[config.mk]
export PLATFORM = sky130hd
export DESIGN_NAME = two_bit_sample_state_histogram_flat
export DESIGN_NICKNAME = d
export VERILOG_FILES = /design/src/rtl/tbh_pkg.sv /design/src/rtl/tbh_if.sv /design/src/rtl/tbh_datapath.sv /design/src/rtl/tbh_ctrl.sv /design/src/rtl/two_bit_sample_state_histogram.sv /design/src/flat_wrapper.sv
export SDC_FILE = /design/constraint.sdc
export NUM_CORES = 1
export LEC_CHECK = 0
export BUFFER_PORTS_ARGS = -buffer_cell sky130_fd_sc_hd__buf_2
export CORE_ASPECT_RATIO = 0.6
export CORE_MARGIN = 5
export CORE_UTILIZATION = 33
export CTS_BUF_LIST = sky130_fd_sc_hd__clkbuf_4 sky130_fd_sc_hd__clkbuf_8 sky130_fd_sc_hd__clkbuf_16
export DETAILED_ROUTE_END_ITERATION = 12
export SLEW_MARGIN = 20
export SYNTH_ARGS = -nofsm -noshare
export SYNTH_HDL_FRONTEND = slang
export SYNTH_HIERARCHICAL = 1
export SYNTH_SLANG_ARGS = --single-unit
[constraint.sdc]
create_clock -name clk_i -period 9.05 [get_ports clk_i]
set_input_delay 0.905 -clock clk_i [delete_from_list [all_inputs] [get_ports clk_i]]
set_output_delay 0.905 -clock clk_i [all_outputs]
set_load 0.02 [all_outputs]
[src/rtl/tbh_pkg.sv]
package tbh_pkg;

  localparam int unsigned CodesPerWord = 16;
  localparam int unsigned NumCodes     = 4;
  localparam int unsigned CodeW        = 2;
  localparam int unsigned WordW        = 32;
  localparam int unsigned WpbW         = 17;
  localparam int unsigned CountW       = 21;
  localparam int unsigned ShareW       = 14;
  localparam int unsigned BlockW       = 32;
  localparam int unsigned IncW         = 5;
  localparam int unsigned ScaleW       = 15;
  localparam int unsigned ProdW        = CountW + ScaleW;
  localparam int unsigned NumW         = 35;
  localparam int unsigned RemW         = 21;
  localparam int unsigned DenW         = 22;
  localparam int unsigned StepW        = 4;

  localparam logic [WpbW-1:0]   WpbReset   = 17'd1024;
  localparam logic [WpbW-1:0]   MaxWords   = 17'd65536;
  localparam logic [ScaleW-1:0] ShareScale = 15'd20000;

  typedef logic [CountW-1:0] count_t;
  typedef logic [ShareW-1:0] share_t;

  typedef struct packed {
    logic             accept;
    logic             load;
    logic             step;
    logic             last;
    logic [CodeW-1:0] code;
  } ctrl_cmd_t;

  typedef struct packed {
    logic blk_end;
  } ctrl_sts_t;

endpackage

[src/rtl/tbh_if.sv]
interface tbh_sample_if import tbh_pkg::*; ();
  logic             valid;
  logic             ready;
  logic [WordW-1:0] sample_word;

  modport source (output valid, output sample_word, input ready);
  modport sink   (input valid, input sample_word, output ready);
endinterface

interface tbh_result_if import tbh_pkg::*; ();
  logic              valid;
  logic              ready;
  logic [BlockW-1:0] block_number;
  count_t            count_code_zero;
  count_t            count_code_one;
  count_t            count_code_two;
  count_t            count_code_three;
  share_t            share_code_zero;
  share_t            share_code_one;
  share_t            share_code_two;
  share_t            share_code_three;

  modport source (
    output valid, input ready, output block_number,
    output count_code_zero, output count_code_one,
    output count_code_two, output count_code_three,
    output share_code_zero, output share_code_one,
    output share_code_two, output share_code_three
  );
  modport sink (
    input valid, output ready, input block_number,
    input count_code_zero, input count_code_one,
    input count_code_two, input count_code_three,
    input share_code_zero, input share_code_one,
    input share_code_two, input share_code_three
  );
endinterface

interface tbh_cfg_if import tbh_pkg::*; ();
  logic            valid;
  logic            ready;
  logic [WpbW-1:0] words_per_block;

  modport source (output valid, output words_per_block, input ready);
  modport sink   (input valid, input words_per_block, output ready);
endinterface

[src/rtl/tbh_datapath.sv]
module tbh_datapath import tbh_pkg::*; (
  input  logic              clk_i,
  input  logic              rst_ni,
  input  ctrl_cmd_t         cmd_i,
  output ctrl_sts_t         sts_o,
  input  logic [WordW-1:0]  sample_word_i,
  input  logic              cfg_we_i,
  input  logic [WpbW-1:0]   cfg_wpb_i,
  output logic [BlockW-1:0] block_number_o,
  output count_t            count_o [NumCodes],
  output share_t            share_o [NumCodes]
);

  logic [WpbW-1:0]   wpb_q;
  logic [WpbW-1:0]   seen_q;
  logic [BlockW-1:0] block_q;
  count_t            tally_q [NumCodes];
  count_t            cnt_q   [NumCodes];
  share_t            share_q [NumCodes];
  logic [BlockW-1:0] blk_out_q;
  logic [WpbW-1:0]   total_q;
  logic [RemW-1:0]   rem_q;
  logic [ShareW-1:0] lo_q;
  logic [ShareW-1:0] quo_q;

  logic [IncW-1:0]   inc [NumCodes];
  logic [WpbW-1:0]   eff_len;
  logic [WpbW-1:0]   taken;
  logic              blk_end;
  logic [ProdW-1:0]  num_full;
  logic [DenW-1:0]   den;
  logic [DenW-1:0]   trial;
  logic              ge;
  logic [DenW-1:0]   diff;
  logic [RemW-1:0]   rem_d;
  logic [ShareW-1:0] quo_d;

  // per-code occurrence count within one word
  always_comb begin
    for (int c = 0; c < NumCodes; c++) begin
      inc[c] = '0;
      for (int k = 0; k < CodesPerWord; k++) begin
        if (sample_word_i[CodeW*k +: CodeW] == CodeW'(c)) begin
          inc[c] = inc[c] + IncW'(1);
        end
      end
    end
  end

  always_comb begin
    if (wpb_q == '0) begin
      eff_len = WpbW'(1);
    end else if (wpb_q > MaxWords) begin
      eff_len = MaxWords;
    end else begin
      eff_len = wpb_q;
    end
  end

  assign taken         = seen_q + WpbW'(1);
  assign blk_end       = taken >= eff_len;
  assign sts_o.blk_end = blk_end;

  // numerator 20000*count + total, total = 16*words
  assign num_full = (ProdW'(cnt_q[cmd_i.code]) * ProdW'(ShareScale))
                  + ProdW'({total_q, 4'b0000});
  assign den      = {total_q, 5'b00000};
  assign trial    = {rem_q, lo_q[ShareW-1]};
  assign ge       = trial >= den;
  assign diff     = trial - den;
  assign rem_d    = ge ? diff[RemW-1:0] : trial[RemW-1:0];
  assign quo_d    = {quo_q[ShareW-2:0], ge};

  always_ff @(posedge clk_i or negedge rst_ni) begin
    if (!rst_ni) begin
      wpb_q   <= WpbReset;
      seen_q  <= '0;
      block_q <= '0;
      for (int c = 0; c < NumCodes; c++) begin
        tally_q[c] <= '0;
      end
    end else begin
      if (cfg_we_i) begin
        wpb_q <= cfg_wpb_i;
      end
      if (cmd_i.accept) begin
        if (blk_end) begin
          seen_q  <= '0;
          block_q <= block_q + BlockW'(1);
          for (int c = 0; c < NumCodes; c++) begin
            tally_q[c] <= '0;
          end
        end else begin
          seen_q <= taken;
          for (int c = 0; c < NumCodes; c++) begin
            tally_q[c] <= tally_q[c] + CountW'(inc[c]);
          end
        end
      end
    end
  end

  always_ff @(posedge clk_i) begin
    if (cmd_i.accept && blk_end) begin
      blk_out_q <= block_q;
      total_q   <= taken;
      for (int c = 0; c < NumCodes; c++) begin
        cnt_q[c] <= tally_q[c] + CountW'(inc[c]);
      end
    end
    if (cmd_i.load) begin
      rem_q <= num_full[NumW-1:ShareW];
      lo_q  <= num_full[ShareW-1:0];
      quo_q <= '0;
    end else if (cmd_i.step) begin
      rem_q <= rem_d;
      lo_q  <= {lo_q[ShareW-2:0], 1'b0};
      quo_q <= quo_d;
      if (cmd_i.last) begin
        share_q[cmd_i.code] <= quo_d;
      end
    end
  end

  assign block_number_o = blk_out_q;
  assign count_o        = cnt_q;
  assign share_o        = share_q;

endmodule

[src/rtl/tbh_ctrl.sv]
module tbh_ctrl import tbh_pkg::*; (
  input  logic      clk_i,
  input  logic      rst_ni,
  input  logic      in_valid_i,
  output logic      in_ready_o,
  output logic      out_valid_o,
  input  logic      out_ready_i,
  input  ctrl_sts_t sts_i,
  output ctrl_cmd_t cmd_o
);

  typedef enum logic [1:0] {
    ST_IDLE,
    ST_LOAD,
    ST_DIV,
    ST_OUT
  } state_e;

  state_e           state_q;
  logic             ready_q;
  logic             valid_q;
  logic [StepW-1:0] step_q;
  logic [CodeW-1:0] code_q;
  logic             accept;
  logic             step_last;
  logic             code_last;

  assign accept    = in_valid_i && ready_q;
  assign step_last = step_q == StepW'(ShareW - 1);
  assign code_last = code_q == CodeW'(NumCodes - 1);

  assign cmd_o.accept = accept;
  assign cmd_o.load   = state_q == ST_LOAD;
  assign cmd_o.step   = state_q == ST_DIV;
  assign cmd_o.last   = step_last;
  assign cmd_o.code   = code_q;

  assign in_ready_o  = ready_q;
  assign out_valid_o = valid_q;

  always_ff @(posedge clk_i or negedge rst_ni) begin
    if (!rst_ni) begin
      state_q <= ST_IDLE;
      ready_q <= 1'b1;
      valid_q <= 1'b0;
      step_q  <= '0;
      code_q  <= '0;
    end else begin
      unique case (state_q)
        ST_IDLE: begin
          if (accept && sts_i.blk_end) begin
            ready_q <= 1'b0;
            code_q  <= '0;
            state_q <= ST_LOAD;
          end
        end
        ST_LOAD: begin
          step_q  <= '0;
          state_q <= ST_DIV;
        end
        ST_DIV: begin
          step_q <= step_q + StepW'(1);
          if (step_last) begin
            if (code_last) begin
              valid_q <= 1'b1;
              state_q <= ST_OUT;
            end else begin
              code_q  <= code_q + CodeW'(1);
              state_q <= ST_LOAD;
            end
          end
        end
        ST_OUT: begin
          if (out_ready_i) begin
            valid_q <= 1'b0;
            ready_q <= 1'b1;
            state_q <= ST_IDLE;
          end
        end
        default: begin
          state_q <= ST_IDLE;
        end
      endcase
    end
  end

endmodule

[src/rtl/two_bit_sample_state_histogram.sv]
// channel   dir  payload                                  transfer
// sample_i  in   sample_word[31:0]                        valid & ready
// result_o  out  block_number, count_code_*, share_code_* valid & ready
// cfg_i     in   words_per_block[16:0]                    valid & ready (ready always high)
//
// a word that does not close a block is counted and leaves sample ready high for the next word
// a closing word ends the block and starts the division of the shares
// one shared 14-step divider works out the four shares, a load and 14 steps per code
// the result then holds until taken; no sample is taken meanwhile
// reset: running counts and block counter zero, words_per_block 1024; result registers are not reset
module two_bit_sample_state_histogram import tbh_pkg::*; (
  input  logic          clk_i,
  input  logic          rst_ni,
  tbh_sample_if.sink    sample_i,
  tbh_result_if.source  result_o,
  tbh_cfg_if.sink       cfg_i
);

  ctrl_cmd_t         cmd;
  ctrl_sts_t         sts;
  logic [BlockW-1:0] block_number;
  count_t            count [NumCodes];
  share_t            share [NumCodes];

  assign cfg_i.ready = 1'b1;

  tbh_ctrl u_ctrl (
    .clk_i       (clk_i),
    .rst_ni      (rst_ni),
    .in_valid_i  (sample_i.valid),
    .in_ready_o  (sample_i.ready),
    .out_valid_o (result_o.valid),
    .out_ready_i (result_o.ready),
    .sts_i       (sts),
    .cmd_o       (cmd)
  );

  tbh_datapath u_datapath (
    .clk_i          (clk_i),
    .rst_ni         (rst_ni),
    .cmd_i          (cmd),
    .sts_o          (sts),
    .sample_word_i  (sample_i.sample_word),
    .cfg_we_i       (cfg_i.valid),
    .cfg_wpb_i      (cfg_i.words_per_block),
    .block_number_o (block_number),
    .count_o        (count),
    .share_o        (share)
  );

  assign result_o.block_number     = block_number;
  assign result_o.count_code_zero  = count[0];
  assign result_o.count_code_one   = count[1];
  assign result_o.count_code_two   = count[2];
  assign result_o.count_code_three = count[3];
  assign result_o.share_code_zero  = share[0];
  assign result_o.share_code_one   = share[1];
  assign result_o.share_code_two   = share[2];
  assign result_o.share_code_three = share[3];

endmodule
[src/flat_wrapper.sv]
// flat-port wrapper written by rule: the top's interface ports become plain ports
module two_bit_sample_state_histogram_flat import tbh_pkg::*;
  (clk_i, rst_ni, sample_i_valid, sample_i_sample_word, sample_i_ready, result_o_valid, result_o_ready, result_o_block_number, result_o_count_code_zero, result_o_count_code_one, result_o_count_code_two, result_o_count_code_three, result_o_share_code_zero, result_o_share_code_one, result_o_share_code_two, result_o_share_code_three, cfg_i_valid, cfg_i_words_per_block, cfg_i_ready);
  tbh_sample_if sample_i_i ();
  tbh_result_if result_o_i ();
  tbh_cfg_if cfg_i_i ();
  input  logic clk_i;
  input  logic rst_ni;
  input wire logic [$bits(sample_i_i.valid)-1:0] sample_i_valid;
  input wire logic [$bits(sample_i_i.sample_word)-1:0] sample_i_sample_word;
  output wire logic [$bits(sample_i_i.ready)-1:0] sample_i_ready;
  output wire logic [$bits(result_o_i.valid)-1:0] result_o_valid;
  input wire logic [$bits(result_o_i.ready)-1:0] result_o_ready;
  output wire logic [$bits(result_o_i.block_number)-1:0] result_o_block_number;
  output wire logic [$bits(result_o_i.count_code_zero)-1:0] result_o_count_code_zero;
  output wire logic [$bits(result_o_i.count_code_one)-1:0] result_o_count_code_one;
  output wire logic [$bits(result_o_i.count_code_two)-1:0] result_o_count_code_two;
  output wire logic [$bits(result_o_i.count_code_three)-1:0] result_o_count_code_three;
  output wire logic [$bits(result_o_i.share_code_zero)-1:0] result_o_share_code_zero;
  output wire logic [$bits(result_o_i.share_code_one)-1:0] result_o_share_code_one;
  output wire logic [$bits(result_o_i.share_code_two)-1:0] result_o_share_code_two;
  output wire logic [$bits(result_o_i.share_code_three)-1:0] result_o_share_code_three;
  input wire logic [$bits(cfg_i_i.valid)-1:0] cfg_i_valid;
  input wire logic [$bits(cfg_i_i.words_per_block)-1:0] cfg_i_words_per_block;
  output wire logic [$bits(cfg_i_i.ready)-1:0] cfg_i_ready;
  assign sample_i_i.valid = sample_i_valid;
  assign sample_i_i.sample_word = sample_i_sample_word;
  assign sample_i_ready = sample_i_i.ready;
  assign result_o_valid = result_o_i.valid;
  assign result_o_i.ready = result_o_ready;
  assign result_o_block_number = result_o_i.block_number;
  assign result_o_count_code_zero = result_o_i.count_code_zero;
  assign result_o_count_code_one = result_o_i.count_code_one;
  assign result_o_count_code_two = result_o_i.count_code_two;
  assign result_o_count_code_three = result_o_i.count_code_three;
  assign result_o_share_code_zero = result_o_i.share_code_zero;
  assign result_o_share_code_one = result_o_i.share_code_one;
  assign result_o_share_code_two = result_o_i.share_code_two;
  assign result_o_share_code_three = result_o_i.share_code_three;
  assign cfg_i_i.valid = cfg_i_valid;
  assign cfg_i_i.words_per_block = cfg_i_words_per_block;
  assign cfg_i_ready = cfg_i_i.ready;
  two_bit_sample_state_histogram u_core (.clk_i(clk_i), .rst_ni(rst_ni), .sample_i(sample_i_i), .result_o(result_o_i), .cfg_i(cfg_i_i));
endmodule
==> flow_metrics.env, run 1 <==
export IMPL_status="finished with violations"
export IMPL_violations="setup timing"
export IMPL_fp_dieArea_mm2=0.0985
export IMPL_synth_nets=3453
export IMPL_ff2ff_path_depth=24
export IMPL_grt_pass1_wl_um=139000
export IMPL_fmax_mhz=106
export IMPL_cts_root_buf="clkbuf_16"
export IMPL_yosys_top_cells_area="edfxtp_1, dfrtp_1, ha_1"
export IMPL_die_w_um=402
export IMPL_slowest_stage="ha_1"
export IMPL_rsz0062_at_grt="yes"
export IMPL_fin_crit_sh_pct=105
export IMPL_min_period_ns=9.47
export IMPL_place_congestion=0.901
export IMPL_vias=25133
export IMPL_htreeDepth=2
export IMPL_grt_ovfl_total=0
export IMPL_cpPeakStageDelay_ns=0.32
export IMPL_critPathLaunchType="input port"
export IMPL_wire_per_inst_um=18.0
export IMPL_fillers=8683
export IMPL_grt_pass1_vias=23851
export IMPL_cp_required_ns=9.50
export IMPL_ys_warn_count=6
export IMPL_setup_viol=78
export IMPL_routed_via_density=5.08
export IMPL_cts_tree="yes"
export IMPL_holdCritPathClass="in2async"
export IMPL_clkLatencyLatePin_ns=0.58
export IMPL_cp_arrival_ns=9.92
export IMPL_drtIter0Drc=2094
export IMPL_grtUsageTotal_pct=17.4
export IMPL_worst_pin_slew_ns=1.02
export IMPL_dr_pass1_iters=6
export IMPL_remaining_drc_errors=0
export IMPL_port_buffers=227
export IMPL_maxCapViolCount=0
export IMPL_yosys_area_share_simple_pct=15.9
export IMPL_fp_row_count=86
export IMPL_die_h_um=245
export IMPL_antenna_left=0
export IMPL_whs_ns=0.186
export IMPL_synth_compound_area_share_pct=13.0
export IMPL_antenna_found_initial=4
export IMPL_cts_clk_slew_worst_paths_ns=0.07
export IMPL_syn2layout_area_growth_pct=28.6
export IMPL_cts_sinks=393
export IMPL_io_pins=229
export IMPL_syn_area_mm2=0.0304
export IMPL_synth_top_family_by_area="simple AND/OR/NAND/NOR gates"
export IMPL_final_util_pct=42.7
export IMPL_hpwl_um=66900
export IMPL_finClkSkew_ns=0.0301
export IMPL_synthXorXnorAreaFrac_pct=12.7
export IMPL_clock_path_buffers=3
export IMPL_multiInputGateArea_mm2=0.0196
export IMPL_synth_mux_area_share_pct=4.13
export IMPL_yosys_area_share_adder_pct=12.8
export IMPL_syn_area_per_cell_um2=9.73
export IMPL_synth_ff_type="edfxtp_1"
export IMPL_ys_async_sr_fraction_pct=40.7
export IMPL_critPathMaxFanout=5
export IMPL_layout_nets=4015
export IMPL_drv_slew=0
export IMPL_core_area_mm2=0.0916
export IMPL_endpoint_kind="register"
export IMPL_wl_um=89200
export IMPL_numCtsBuffers=37
export IMPL_worst_slack_ns=-0.424
export IMPL_synth_seq_area_share_pct=35.8
export IMPL_synth_top_area_share_pct=21.7
export IMPL_cpMostUsedCell="buf_4"
export IMPL_place_ws_ns=-1.10
export IMPL_hold_viol=0
export IMPL_synth_seq_cells=393
export IMPL_drive_gt1_share_pct=30.1
export IMPL_netlist_instances=3124
export IMPL_slew_headroom_pct=32.2
export IMPL_synth_edf_count=220
export IMPL_finalSetupTns_ns=-15.92
export IMPL_ys_types=112
export IMPL_grt_max_degree=137
export IMPL_crit_type="in2reg"
export IMPL_seqCellArea_mm2=0.0109
export IMPL_initial_utilization_pct=33.2
export IMPL_synth_top_area_cell="edfxtp_1"
## repair_timing
action,4_1_cts,5_1_grt
gates resized for setup,95,133
gates cloned,0,0
buffers inserted,89,40
setup endpoints to repair,76,130
pin swaps,94,89
hold buffers,0,0
## kinds of logic (layout without fill, tap and decap cells)
kind of cell / Yosys count / after routing
compound gates: 591 / 591
xor+xnor: 395 / 395
fa+ha+maj: 277 / 277
buf+inv: 451 / 1042
flops: 393 / 393
mux: 94 / 94
other cells: 1 / 4
simple gates: 922 / 922
## critical path, delay by kind of cell
kind / cells / cell delay, ns
buffers and inverters: 33 / 4.09
and+or+nand+nor: 13 / 1.85
AOI/OAI and AO/OA: 8 / 1.21
xor gates and xnor gates: 5 / 0.86
adders and majority gates: 3 / 0.78
muxes: 1 / 0.22
## layer usage
metal / part of all wire, % / vias up / track usage [%] / wire (um)
li1: - / 12165 / - / -
met1: 51 / 12160 / 27.5 / 45500
met2: 40 / 722 / 24.4 / 35700
met3: 6.8 / 84 / 3.53 / 6100
met4: 2.0 / 2 / 3.32 / 1780
met5: 0.015 / - / 0 / 13
## placed cells by master, fill, tap and decap left out, drive strengths merged, types with 16 or more instances in the layout
cell type	n
nand2	178
clkbuf	42
a22o	47
o21ai	181
a31oi	23
mux2	41
nor4	40
a21o	31
mux2i	32
nor3	64
and2	24
nand4	44
nand3	159
a21oi	123
or2	22
xnor2	259
nor2b	86
fa	56
inv	329
and3	54
edfxtp	220
o21a	24
xor2	122
mux4	21
ha	219
nor2	149
nand2b	33
buf	647
a211oi	31
clkinv	16
dfrtp	158
## registers in the layout (all words and copies together), names as in the netlist
name	cells
u_core/u_ctrl/state_q	2
u_core/u_datapath/quo_q	13
u_core/u_datapath/count_o	84
u_core/u_datapath/block_number_o	32
u_core/u_datapath/wpb_q	17
u_core/u_datapath/lo_q	10
u_core/u_datapath/share_o	56
u_core/u_ctrl/in_ready_o	1
u_core/u_datapath/total_q	17
u_core/u_datapath/tally_q	84
u_core/u_datapath/block_q	32
u_core/u_datapath/seen_q	17
u_core/u_ctrl/code_q	2
u_core/u_datapath/rem_q	21
u_core/u_ctrl/out_valid_o	1
u_core/u_ctrl/step_q	4
## metrics by stage
step                      std cells  instance area [um2]
after detailed placement       4758                35700
after floorplan                3124                31300
final                          4950                39100
after CTS                      4915                38200
after global placement         4758                35700
after global routing           4949                39100
## path summary, 6_finish.rpt
path / from / endpoint / slack (ns)
worst max-delay path: sample_i_sample_word[0] / u_core/u_datapath/tally_q[18] / -0.42
worst min-delay path: rst_ni / u_core/u_datapath/tally_q[62] / 0.19
worst max register to register: u_core/u_ctrl/code_q[1] / u_core/u_datapath/rem_q[20] / 0.99
worst min register to register: u_core/u_datapath/block_q[31] / u_core/u_datapath/block_q[31] / 0.48
max in group asynchronous: rst_ni / u_core/u_datapath/block_q[22] / 7.61
min in group clk_i: u_core/u_datapath/block_q[31] / u_core/u_datapath/block_q[31] / 0.48
## area by class of cell
class | instances | share of cell area, %
sequential | 393 | 27.8
inverter | 327 | 3.16
clock inverter | 26 | 0.947
antenna | 3 | 0.0192
tap | 1232 | 3.94
clock buffer | 42 | 2.48
multi-input combinational | 2280 | 50.2
timing repair buffer | 647 | 11.4
## Yosys cell counts, types with 9 or more instances
cell / count
nand3_1: 158
inv_1: 321
a31oi_1: 23
xnor3_1: 9
a211oi_1: 29
nor4_1: 40
fa_1: 56
a21o_1: 31
or3_1: 13
o211ai_1: 11
and3_1: 53
dfrtp_1: 158
buf_2: 11
nor2b_1: 86
nand3b_1: 10
nor3b_1: 14
a21oi_1: 122
or2_2: 21
mux2i_1: 32
xnor2_2: 14
buf_1: 18
xnor2_1: 243
o31ai_1: 12
a22o_1: 46
xor2_1: 113
edfxtp_1: 220
nand2_1: 178
nand4_1: 44
nor3_1: 64
nor2_1: 148
xor2_2: 9
mux2_2: 41
mux4_2: 21
o21ai_0: 174
nand2b_1: 32
a21boi_0: 10
and2_1: 22
clkbuf_1: 87
dfxtp_1: 13
o21a_1: 24
ha_1: 219
Power of run 1 is left out: the tool's default activity adds up to more than one toggle a clock period on the data nets, which glitch-free logic cannot reach.
==> run 2: changes to the inputs <==
HOLD_SLACK_MARGIN = 0.06   (was unset)
clock period = 9.7 ns   (was 9.05 ns; I/O delays follow)
==> flow_metrics.env, run 2 (synthesis results as in run 1) <==
export IMPL_cpPeakStageDelay_ns=0.37
export IMPL_place_ws_ns=-0.785
export IMPL_maxCapViolCount=0
export IMPL_worst_pin_slew_ns=1.01
export IMPL_die_h_um=245
export IMPL_critPathTopFamily="compound AO/OA/AOI/OAI gates"
export IMPL_port_buffers=227
export IMPL_critPathMaxFanout=5
export IMPL_cp_arrival_ns=10.04
export IMPL_wire_per_inst_um=18.0
export IMPL_wl_um=87000
export IMPL_cts_tree="yes"
export IMPL_finalSetupTns_ns=-0.0420
export IMPL_violations="setup timing"
export IMPL_syn2layout_area_growth_pct=24.1
export IMPL_cts_sinks=393
export IMPL_cp_required_ns=10.00
export IMPL_finClkSkew_ns=0.0294
export IMPL_cts_clk_slew_worst_paths_ns=0.07
export IMPL_grt_max_degree=84
export IMPL_grt_ovfl_total=0
export IMPL_critical_path_buf_inv_count=6
export IMPL_holdCritPathClass="in2async"
export IMPL_clkLatencyLatePin_ns=0.56
export IMPL_fp_row_count=86
export IMPL_io_pins=229
export IMPL_rsz0062_at_grt="yes"
export IMPL_die_w_um=402
export IMPL_grt_pass1_vias=22779
export IMPL_vias=24580
export IMPL_worst_slack_ns=-0.0420
export IMPL_dpl_instance_area_mm2=0.0349
export IMPL_grt_pass1_wl_um=133000
export IMPL_fp_dieArea_mm2=0.0985
export IMPL_drtIter0Drc=1827
export IMPL_drv_slew=0
export IMPL_crit_type="in2reg"
export IMPL_hpwl_um=66200
export IMPL_min_period_ns=9.74
export IMPL_whs_ns=0.404
export IMPL_cts_root_buf="clkbuf_16"
export IMPL_grtUsageTotal_pct=16.8
export IMPL_mostFrequentLayoutCells="inv_1, buf_4, buf_2, edfxtp_1, xnor2_1"
export IMPL_place_congestion=0.895
export IMPL_critPathLaunchType="input port"
export IMPL_drive_gt1_share_pct=27.1
export IMPL_routed_via_density=5.08
export IMPL_status="finished with violations"
export IMPL_slew_headroom_pct=32.2
export IMPL_setup_viol=1
export IMPL_antenna_found_initial=4
export IMPL_fin_crit_sh_pct=100
export IMPL_initial_utilization_pct=33.2
export IMPL_endpoint_kind="register"
export IMPL_htreeDepth=2
export IMPL_clock_path_buffers=3
export IMPL_slowest_stage="fa_2"
export IMPL_fmax_mhz=103
export IMPL_dr_pass1_iters=6
export IMPL_layout_nets=3902
export IMPL_remaining_drc_errors=0
export IMPL_mostFrequentLayoutCell="inv_1"
export IMPL_antenna_left=0
export IMPL_cpMostUsedCell="and3_4"
export IMPL_hold_viol=0
export IMPL_core_area_mm2=0.0916
export IMPL_final_area_mm2=0.0377
export IMPL_numCtsBuffers=37
run 2: cell types whose count changed in the layout (fill, tap and decap cells not counted), moves of 9 or more:
cell / change
buf_4: -91
buf_6: -24
o21ai_0: +22
o21ai_1: -20
xnor2_1: +11
nor2b_1: +9
run 2: final cells by class:
type	count	area, um2
sequential	393	10900
timing repair buffer	534	3550
inverter	327	1240
clock inverter	20	216
antenna	4	10.0
tap	1232	1540
clock buffer	48	1060
fill	8865	53800
multi-input combinational	2280	19300
run 2: path summary, 6_finish.rpt:
path / start / end / slack (ns) / cells past startpoint
hold reg to reg: u_core/u_datapath/block_q[12] / u_core/u_datapath/block_q[12] / 0.49 / 1
min in group clk_i: u_core/u_datapath/block_q[12] / u_core/u_datapath/block_q[12] / 0.49 / 1
max in group asynchronous: rst_ni / u_core/u_datapath/block_q[19] / 7.35 / 3
setup / recovery: sample_i_sample_word[0] / u_core/u_datapath/count_o[16] / -0.04 / 49
setup reg to reg: u_core/u_ctrl/code_q[0] / u_core/u_datapath/rem_q[20] / 1.78 / 24
hold / removal: rst_ni / u_core/u_datapath/tally_q[58] / 0.40 / 1
run 2: timing repair:
item,in CTS,in global routing
endpoints found under the hold margin,0,0
gates resized for setup,17,208
hold buffers,0,0
setup buffers,5,49
pin swaps,9,138
setup endpoints to repair,19,103
run 2: per-layer routing:
layer	track usage [%]	wire (um)	up-vias	part of all wire (%)
li1	-	-	11971	-
met1	27.4	45200	11836	52
met2	23.1	34700	700	40
met3	3.18	5960	71	6.8
met4	2.22	1140	2	1.3
met5	0	13	-	0.015
run 2: worst reg2reg max path: stages, from the launching register on:
cell and delay, ns:
dfrtp_2 0.82, mux4_2 0.73, inv_1 0.21, fa_1 0.46, inv_1 0.07, ha_1 0.14
inv_1 0.05, fa_1 0.49, inv_1 0.04, ha_1 0.26, inv_1 0.05, fa_1 0.53
inv_1 0.04, ha_1 0.32, nand2_1 0.06, o21ai_0 0.45, a31oi_1 0.26, o31a_1 0.39
o21ai_1 0.55, xnor2_1 0.26, a31oi_1 0.16, a2111oi_1 0.68, nand4_1 0.19, xnor2_1 0.29
a21oi_1 0.13
run 2: stage by stage:
stage	cells	utilization (%)
after global placement	4713	38.2
after global routing	4837	41.2
after detailed placement	4713	38.2
final	4838	41.2
after CTS	4786	39.7
after floorplan	3124	-
Power of run 2 is left out for the same reason.
==> run 3: changes to the inputs <==
ABC_CLOCK_PERIOD_IN_PS = 8400   (was unset)
clock period = 8.4 ns   (was 9.7 ns; I/O delays follow)
==> flow_metrics.env, run 3 (synthesis results as in run 1) <==
export IMPL_rsz0062_at_grt="yes"
export IMPL_cts_sinks=393
export IMPL_io_pins=229
export IMPL_place_congestion=0.874
export IMPL_clkLatencyLatePin_ns=0.58
export IMPL_cp_required_ns=8.89
export IMPL_htreeDepth=2
export IMPL_cts_root_buf="clkbuf_16"
export IMPL_dr_pass1_iters=5
export IMPL_routed_via_density=5.03
export IMPL_violations="setup timing"
export IMPL_remaining_drc_errors=0
export IMPL_whs_ns=0.231
export IMPL_worst_slack_ns=-0.908
export IMPL_critPathMaxFanout=5
export IMPL_layout_nets=4067
export IMPL_numCtsBuffers=37
export IMPL_cts_tree="yes"
export IMPL_grt_pass1_vias=24379
export IMPL_grt_pass1_wl_um=140000
export IMPL_grt_max_degree=85
export IMPL_cp_arrival_ns=9.80
export IMPL_vias=25168
export IMPL_multiInputGateArea_mm2=0.0200
export IMPL_holdCritPathClass="in2async"
export IMPL_dp_cells=4818
export IMPL_clock_path_buffers=3
export IMPL_antenna_left=0
export IMPL_mostFrequentLayoutCell="buf_4"
export IMPL_worst_pin_slew_ns=0.974
export IMPL_fillers=8570
export IMPL_crit_type="in2reg"
export IMPL_endpoint_kind="register"
export IMPL_cts_clk_slew_worst_paths_ns=0.07
export IMPL_fin_crit_sh_pct=111
export IMPL_fp_row_count=86
export IMPL_die_w_um=402
export IMPL_setup_viol=129
export IMPL_stdcell_count=5002
export IMPL_wire_per_inst_um=17.9
export IMPL_slowest_stage="fa_2"
export IMPL_initial_utilization_pct=33.2
export IMPL_min_period_ns=9.31
export IMPL_cpPeakStageDelay_ns=0.36
export IMPL_antenna_found_initial=4
export IMPL_core_area_mm2=0.0916
export IMPL_cpMostUsedCell="ha_1"
export IMPL_fmax_mhz=107
export IMPL_critPathLaunchType="input port"
export IMPL_die_h_um=245
export IMPL_status="finished with violations"
export IMPL_drive_gt1_share_pct=32.4
export IMPL_syn2layout_area_growth_pct=31.4
export IMPL_finClkSkew_ns=0.0464
export IMPL_grtUsageTotal_pct=17.7
export IMPL_drtIter0Drc=2076
export IMPL_maxCapViolCount=0
export IMPL_seqCellArea_mm2=0.0109
export IMPL_mostFrequentLayoutCells="buf_4, inv_1, buf_2"
export IMPL_slew_headroom_pct=35.0
export IMPL_drv_slew=0
export IMPL_fp_dieArea_mm2=0.0985
export IMPL_postCtsHoldBufs=0
export IMPL_wl_um=89400
export IMPL_hpwl_um=67800
export IMPL_port_buffers=227
export IMPL_ff2ff_path_depth=26
export IMPL_hold_viol=0
export IMPL_grt_ovfl_total=0
[run 3: cell types whose count changed in the layout (fill, tap and decap cells not counted), sizes merged]
cell / before / now
buf: 532 / 699
inv: 329 / 331
diode: 4 / 3
clkinv: 13 / 11
clkinvlp: 1 / 2
clkbuf: 50 / 47
[run 3: worst max-delay path, delay by kind of cell]
family                   cells  cell delay [ns]
adder cells (fa/ha/maj)      9             2.35
AND/OR/NAND/NOR             14             1.45
multiplexers                 5             1.26
XOR/XNOR                     7             0.99
AO/OA/AOI/OAI               14             2.20
buffers and inverters        7             0.69
[run 3: layer usage]
metal	global-route usage, %	up-vias	share of wire (%)
met5	0	-	0.020
met4	2.77	2	1.4
met3	2.58	63	5.9
met2	25.2	652	41
met1	28.4	12148	52
li1	-	12303	-
[run 3: per-stage QoR]
stage          setup slack, ns  setup TNS [ns]  instance area [um2]  utilization (%)
6_report                -0.908          -74.55                39900             43.6
5_1_grt                  -1.36         -129.08                39900             43.6
4_1_cts                 -0.761          -58.16                39100             42.7
3_5_place_dp             -1.70         -165.76                36300             39.6
3_3_place_gp             -1.51         -147.89                36300             39.6
2_1_floorplan            -1.04          -64.32                31400                -
[run 3: final cells by class]
type	instances	area share, %
tap	1232	3.86
inverter	327	3.09
sequential	393	27.2
multi-input combinational	2280	50.0
timing repair buffer	699	12.5
clock buffer	47	2.55
clock inverter	21	0.702
antenna	3	0.0188
[run 3: path summary, 6_finish.rpt]
path | start | end | slack, ns
worst max-delay path | sample_i_sample_word[2] | u_core/u_datapath/tally_q[39] | -0.91
worst min-delay path | rst_ni | u_core/u_datapath/tally_q[61] | 0.23
worst max register to register | u_core/u_ctrl/code_q[1] | u_core/u_datapath/rem_q[20] | 0.71
worst min register to register | u_core/u_datapath/block_q[12] | u_core/u_datapath/block_q[12] | 0.49
max in group asynchronous | rst_ni | u_core/u_datapath/wpb_q[6] | 6.70
min in group clk_i | u_core/u_datapath/block_q[12] | u_core/u_datapath/block_q[12] | 0.49
[run 3: timing repair]
item,in CTS,in global routing
resized for setup,155,158
endpoints found under the setup margin,131,150
pin swaps,114,97
setup buffers,100,59
Power of run 3 is left out for the same reason.
